`src/rtl/core/prr_pkg.sv`:
```
// prr_pkg: shared constants, field widths and the controller/datapath
// command and status structs for the perceptron reuse replacement block.
// No dependencies.
`timescale 1ns / 1ps

package prr_pkg;

  // default geometry
  localparam int NUM_SETS_DEF     = 4096;
  localparam int WAYS_DEF         = 16;
  localparam int SAMPLER_SETS_DEF = 64;

  // fixed predictor shape
  localparam int TABLE_ENTRIES = 256;
  localparam int FEATURES      = 6;
  localparam int HASH_W        = 8;
  localparam int WEIGHT_W      = 6;
  localparam int SUM_W         = 9;

  localparam logic signed [WEIGHT_W-1:0] W_MAX = 6'sd31;
  localparam logic signed [WEIGHT_W-1:0] W_MIN = -6'sd32;

  // reciprocal scaling for divide-by-constant
  localparam int RECIP_K = 16;

  // configuration register indexes and reset values
  localparam int CFG_IDX_W  = 2;
  localparam int CFG_DATA_W = 9;
  localparam logic [CFG_IDX_W-1:0] CFG_TRAIN_THR  = 2'd0;
  localparam logic [CFG_IDX_W-1:0] CFG_BYPASS_THR = 2'd1;
  localparam logic [CFG_IDX_W-1:0] CFG_REUSE_THR  = 2'd2;
  localparam logic [CFG_IDX_W-1:0] CFG_TAG_SHIFT  = 2'd3;

  localparam logic [7:0]        TRAIN_THR_RST  = 8'd68;
  localparam logic signed [8:0] BYPASS_THR_RST = 9'sd3;
  localparam logic signed [8:0] REUSE_THR_RST  = 9'sd124;
  localparam logic [5:0]        TAG_SHIFT_RST  = 6'd18;

  typedef struct packed {
    logic is_update;
    logic samp;
    logic hit;
    logic way_ok;
    logic clr_done;
  } prr_status_t;

  typedef struct packed {
    logic clr;
    logic take;
    logic dec_a;
    logic dec_b;
    logic dec_c;
    logic dec_d;
    logic q_find;
    logic chk_up;
    logic chk_dn;
    logic hash;
    logic hist_shift;
    logic set_entry;
    logic wsel_t;
    logic w_inc;
    logic w_dec;
    logic q_decide;
    logic f_write;
    logic lru_wr;
    logic plru_wr;
    logic reuse_wr;
    logic out_ld;
  } prr_cmd_t;

endpackage

```
`src/rtl/core/prr_ctrl.sv`:
```
// prr_ctrl: sequencer for the replacement block; walks each word through
// decode, query or update steps and owns the handshake state.
// Depends on prr_pkg; drives prr_datapath through prr_cmd_t.
`timescale 1ns / 1ps

module prr_ctrl (
  input  logic                 clk,
  input  logic                 rst,
  input  logic                 req_valid,
  output logic                 req_stall,
  output logic                 rsp_valid,
  input  logic                 rsp_stall,
  input  prr_pkg::prr_status_t status,
  output prr_pkg::prr_cmd_t    cmd
);
  import prr_pkg::*;

  typedef enum logic [26:0] {
    S_CLEAR    = 27'(1) << 0,
    S_IDLE     = 27'(1) << 1,
    S_DEC_A    = 27'(1) << 2,
    S_DEC_B    = 27'(1) << 3,
    S_DEC_C    = 27'(1) << 4,
    S_DEC_D    = 27'(1) << 5,
    S_DISP     = 27'(1) << 6,
    S_QS_FIND  = 27'(1) << 7,
    S_QS_RD    = 27'(1) << 8,
    S_QS_CHK   = 27'(1) << 9,
    S_QS_WRD   = 27'(1) << 10,
    S_QS_TRAIN = 27'(1) << 11,
    S_QH_HASH  = 27'(1) << 12,
    S_QH_WRD   = 27'(1) << 13,
    S_QH_CMP   = 27'(1) << 14,
    S_U_START  = 27'(1) << 15,
    S_UH_RD    = 27'(1) << 16,
    S_UH_CHK   = 27'(1) << 17,
    S_UH_WRD   = 27'(1) << 18,
    S_UH_TRAIN = 27'(1) << 19,
    S_UF_WRD   = 27'(1) << 20,
    S_UF_WRITE = 27'(1) << 21,
    S_UL_TOUCH = 27'(1) << 22,
    S_UP_TOUCH = 27'(1) << 23,
    S_UR_WRD   = 27'(1) << 24,
    S_UR_WRITE = 27'(1) << 25,
    S_OUT      = 27'(1) << 26
  } state_t;

  state_t state, state_next;

  assign req_stall = state != S_IDLE;

  always_comb begin
    cmd        = '0;
    state_next = state;
    unique case (state)
      S_CLEAR: begin
        cmd.clr = 1'b1;
        if (status.clr_done) state_next = S_IDLE;
      end
      S_IDLE: begin
        if (req_valid) begin
          cmd.take   = 1'b1;
          state_next = S_DEC_A;
        end
      end
      S_DEC_A: begin cmd.dec_a = 1'b1; state_next = S_DEC_B; end
      S_DEC_B: begin cmd.dec_b = 1'b1; state_next = S_DEC_C; end
      S_DEC_C: begin cmd.dec_c = 1'b1; state_next = S_DEC_D; end
      S_DEC_D: begin cmd.dec_d = 1'b1; state_next = S_DISP; end
      S_DISP: begin
        if (status.is_update)  state_next = S_U_START;
        else if (status.samp)  state_next = S_QS_FIND;
        else                   state_next = S_QH_HASH;
      end
      S_QS_FIND: begin cmd.q_find = 1'b1; state_next = S_QS_RD; end
      S_QS_RD:   state_next = S_QS_CHK;
      S_QS_CHK:  begin cmd.chk_up = 1'b1; state_next = S_QS_WRD; end
      S_QS_WRD:  begin cmd.wsel_t = 1'b1; state_next = S_QS_TRAIN; end
      S_QS_TRAIN: begin
        cmd.wsel_t = 1'b1;
        cmd.w_inc  = 1'b1;
        state_next = S_OUT;
      end
      S_QH_HASH: begin cmd.hash = 1'b1; state_next = S_QH_WRD; end
      S_QH_WRD:  state_next = S_QH_CMP;
      S_QH_CMP:  begin cmd.q_decide = 1'b1; state_next = S_OUT; end
      S_U_START: begin
        cmd.hash       = 1'b1;
        cmd.hist_shift = 1'b1;
        cmd.set_entry  = 1'b1;
        if (!status.way_ok)   state_next = S_IDLE;
        else if (!status.samp) state_next = S_UP_TOUCH;
        else if (status.hit)  state_next = S_UH_RD;
        else                  state_next = S_UF_WRD;
      end
      S_UH_RD:  state_next = S_UH_CHK;
      S_UH_CHK: begin cmd.chk_dn = 1'b1; state_next = S_UH_WRD; end
      S_UH_WRD: begin cmd.wsel_t = 1'b1; state_next = S_UH_TRAIN; end
      S_UH_TRAIN: begin
        cmd.wsel_t = 1'b1;
        cmd.w_dec  = 1'b1;
        state_next = S_UL_TOUCH;
      end
      S_UF_WRD:   state_next = S_UF_WRITE;
      S_UF_WRITE: begin cmd.f_write = 1'b1; state_next = S_UL_TOUCH; end
      S_UL_TOUCH: begin cmd.lru_wr = 1'b1; state_next = S_UR_WRD; end
      S_UP_TOUCH: begin cmd.plru_wr = 1'b1; state_next = S_UR_WRD; end
      S_UR_WRD:   state_next = S_UR_WRITE;
      S_UR_WRITE: begin cmd.reuse_wr = 1'b1; state_next = S_IDLE; end
      S_OUT: begin
        if (!(rsp_valid && rsp_stall)) begin
          cmd.out_ld = 1'b1;
          state_next = S_IDLE;
        end
      end
      default: state_next = S_CLEAR;
    endcase
  end

  always_ff @(posedge clk) begin
    if (rst) begin
      state     <= S_CLEAR;
      rsp_valid <= 1'b0;
    end else begin
      state <= state_next;
      if (cmd.out_ld)                    rsp_valid <= 1'b1;
      else if (rsp_valid && !rsp_stall)  rsp_valid <= 1'b0;
    end
  end

  a_rsp_from_out: assert property (@(posedge clk) disable iff (rst)
    $rose(rsp_valid) |-> $past(state == S_OUT))
    else $error("result word raised outside the output step");

  a_take_decodes: assert property (@(posedge clk) disable iff (rst)
    (req_valid && !req_stall) |=> (state == S_DEC_A))
    else $error("accepted word did not enter decode");

  a_out_is_query: assert property (@(posedge clk) disable iff (rst)
    (state == S_OUT) |-> !status.is_update)
    else $error("update word reached the output step");

endmodule

```
`config.mk`:
```
export PLATFORM = sky130hd
export DESIGN_NAME = prr_ctrl
export DESIGN_NICKNAME = d
export VERILOG_FILES = /design/src/rtl/core/prr_pkg.sv /design/src/rtl/core/prr_ctrl.sv
export SDC_FILE = /design/constraint.sdc
export NUM_CORES = 1
export LEC_CHECK = 0
export ABC_AREA = 1
export BUFFER_PORTS_ARGS = -buffer_cell sky130_fd_sc_hd__buf_4
export CAP_MARGIN = 20
export CELL_PAD_IN_SITES_DETAIL_PLACEMENT = 0
export CELL_PAD_IN_SITES_GLOBAL_PLACEMENT = 1
export CORE_ASPECT_RATIO = 2
export CORE_MARGIN = 5
export CORE_UTILIZATION = 40
export DETAILED_ROUTE_END_ITERATION = 10
export GPL_TIMING_DRIVEN = 0
export PLACE_DENSITY_LB_ADDON = 0.1
export SLEW_MARGIN = 20
export SYNTH_ARGS = -nofsm -noshare
export SYNTH_HDL_FRONTEND = slang
export SYNTH_SLANG_ARGS = --single-unit
```
`constraint.sdc`:
```
create_clock -name clk -period 4.7 [get_ports clk]
set_input_delay 0.94 -clock clk [delete_from_list [all_inputs] [get_ports clk]]
set_output_delay 0.94 -clock clk [all_outputs]
set_load 0.01 [all_outputs]
```
==> reports/metrics.yaml <==
run_status:
  status: "completed"
timing:
  fin_hold_ws_ns: 0.490
  skew_ns: 0.00472
  rsz0062_at_grt: "false"
  hold_violations: 0
  tns_ns: 0
  setup_viol: 0
  slew_headroom_pct: 61.3
  min_period_over_period_pct: 59.1
  maxSlewViolCount: 0
  tightest_slew_ns: 0.581
  period_needed_ns: 2.78
  max_freq_ghz: 0.360
cts:
  clk_pin_slew_ns: 0.10
  cts_tree: "yes"
  cts_buffers: 3
  numClockSinks: 28
  cts_buffer_depth: 2
  cts-resized-gates: 0
  cts_setup_buffers: 0
  holdBufCountCts: 0
  htreeDepth: 1
  clock_latency_ns: 0.28
  root_buffer: "clkbuf_8"
route:
  vias: 1861
  drc: 0
  first_iter_violations: 46
  drtAntennaViolNets: 0
  via_per_inst: 4.62
  totalWireLength_mm: 4.78
  post_drt_wl_per_cell_um: 11.9
  dr.pass1.iters: 4
synth:
  synthCells: 314
  yosys_most_used_dff: "dfxtp_1"
  ys_types: 23
  synthTopCellsByCount: "90 x nand2_1, 79 x nor2_1, 52 x inv_1"
  yosysTopAreaCell: "dfxtp_1"
  synth_area_leaders: "dfxtp_1 31%, nand2_1 19%, nor2_1 16%, inv_1 11%, nand2_2 3.8%"
  synth-seq-area-share_pct: 30.8
  syn_area_per_cell_um2: 5.80
  synth.most_common_cell: "nand2_1"
  ys_ff_latch: 28
  synthArstFlopShare_pct: 0
  synth_edf_count: 0
  netlist_area_um2: 1820
  yosysTopAreaCellShare_pct: 30.8
  ys_warn_count: 0
  syn_nets: 323
worst_setup_path:
  max_stage_delay_ns: 0.36
  worst_path_max_delay_cell: "dfxtp_1"
  path_buf_inv: 3
  crit_arrival_ns: 1.84
  cp-start-kind: "flip-flop"
  endpoint_kind: "output port"
  crit_family: "simple AND/OR/NAND/NOR gates"
  critical_path.max_fanout: 9
  required_ns: 3.76
  worstPathCellList: "inv_1 > nand2_1 > nor2_4 > nand2_4 > nor2_1 > nand2_1 > inv_1 > or3_1 > buf_4"
  criticalPathCategory: "flip-flop to output port"
power_and_ir_drop:
  p_leak_nw: 1.12
  pwr-share-clk_pct: 31.0
  p_switching_mw: 0.145
  internal_power_mw: 0.349
  p_per_area_nw_per_um2: 227
  ir_drop_uv: 133
  sw_frac_of_total_pct: 29.3
  seq_power_share_pct: 49.1
  comb_power_share_pct: 20.0
global_routing:
  grt_antenna_before_repair: 0
  overflow: 0
  grt_pass1_vias: 1863
  grt_pass1_wl_mm: 8.00
  grt_max_degree: 16
  gr-usage-all-layers_pct: 16.7
placement:
  hpwl_mm: 4.01
  io_buffers: 31
  gp_congestion: 0.850
floorplan:
  die-area_um2: 6090
  die_w_um: 57.7
  die_h_um: 105
  num_io_pins: 32
  coreArea_um2: 4380
  rows: 34
  start_util_pct: 41.6
final_layout:
  regArea_um2: 561
  syn2layout_area_growth_pct: 19.5
  nets: 359
  final_core_util_pct: 49.7
  layout-drive-gt1-share_pct: 19.8
  fillCellCount: 497
  multiInputGateArea_um2: 1020
  diodes: 0
hold_path:
  worstHoldPathType: "flip-flop to flip-flop"
job:
  max_cap_violations: 0
==> worst reg2reg max path, delay by kind of cell (launching register included) <==
family        cells  cell delay [ns]
buf+inv           3             0.40
flops             1             0.39
simple gates     12             1.11
==> worst paths after layout <==
path              from         to  slack (ns)  cells past startpoint
min          rsp_valid  rsp_valid        0.49                      2
min reg2reg  rsp_valid  rsp_valid        0.49                      2
max           state[1]     cmd[8]        1.92                      9
max reg2reg  state[21]   state[8]        2.71                     15
==> logic make-up after synthesis <==
kind of cell,after synthesis,synth area share [%]
simple gates,222,54.1
buf+inv,58,13.3
flops,28,30.8
compound gates,6,1.85
==> cell type report <==
| type | count | share of cell area, % |
|---|---|---|
| inverters | 54 | 9.43 |
| flip-flops and latches | 28 | 25.7 |
| repair buffers | 31 | 10.7 |
| well taps | 54 | 3.10 |
| clock buffers | 4 | 2.53 |
| multi-input cells | 228 | 46.8 |
| plain buffers | 4 | 1.72 |
==> sequential cells by signal, indices dropped and copies added, names as in the netlist <==
name	flops
state	27
rsp_valid	1
==> cells in the final DEF (no fill, tap or decap), types with 3 or more instances in the layout <==
cell type / n
nand2_1: 90
nor2_2: 11
nor2_1: 79
nand3_1: 12
dfxtp_1: 28
a21oi_1: 4
nand2_4: 3
nor2_4: 3
buf_4: 32
inv_1: 52
nor3_1: 9
nand2_2: 11
clkbuf_8: 4
==> power groups by stage <==
stage	registers [mW]	clock network, mW	logic [mW]
5_1_grt	0.243	0.166	0.109
3_5_place_dp	0.248	0	0.100
6_report	0.242	0.153	0.0987
4_1_cts	0.242	0.156	0.100
2_1_floorplan	0.248	0	0.0688
3_3_place_gp	0.248	0	0.0999
==> metal layers <==
| layer | global-route usage (%) | vias to the layer above | share of wire [%] |
|---|---|---|---|
| met5 | 0 | - | 0 |
| met4 | 7.30 | 0 | 3.6 |
| met3 | 1.84 | 11 | 3.2 |
| met2 | 32.8 | 35 | 56 |
| met1 | 16.4 | 820 | 37 |
| li1 | - | 995 | - |
==> through the flow <==
stage | power (mW) | cells | instance area, um2 | setup WS (ns)
2_1_floorplan | 0.317 | 314 | 1820 | 2.47
3_3_place_gp | 0.348 | 399 | 2120 | 2.21
3_5_place_dp | 0.348 | 399 | 2120 | 2.21
4_1_cts | 0.499 | 403 | 2180 | 1.89
6_report | 0.494 | 403 | 2180 | 1.92
5_1_grt | 0.518 | 403 | 2180 | 1.75
(Power assumes the default switching activity.)
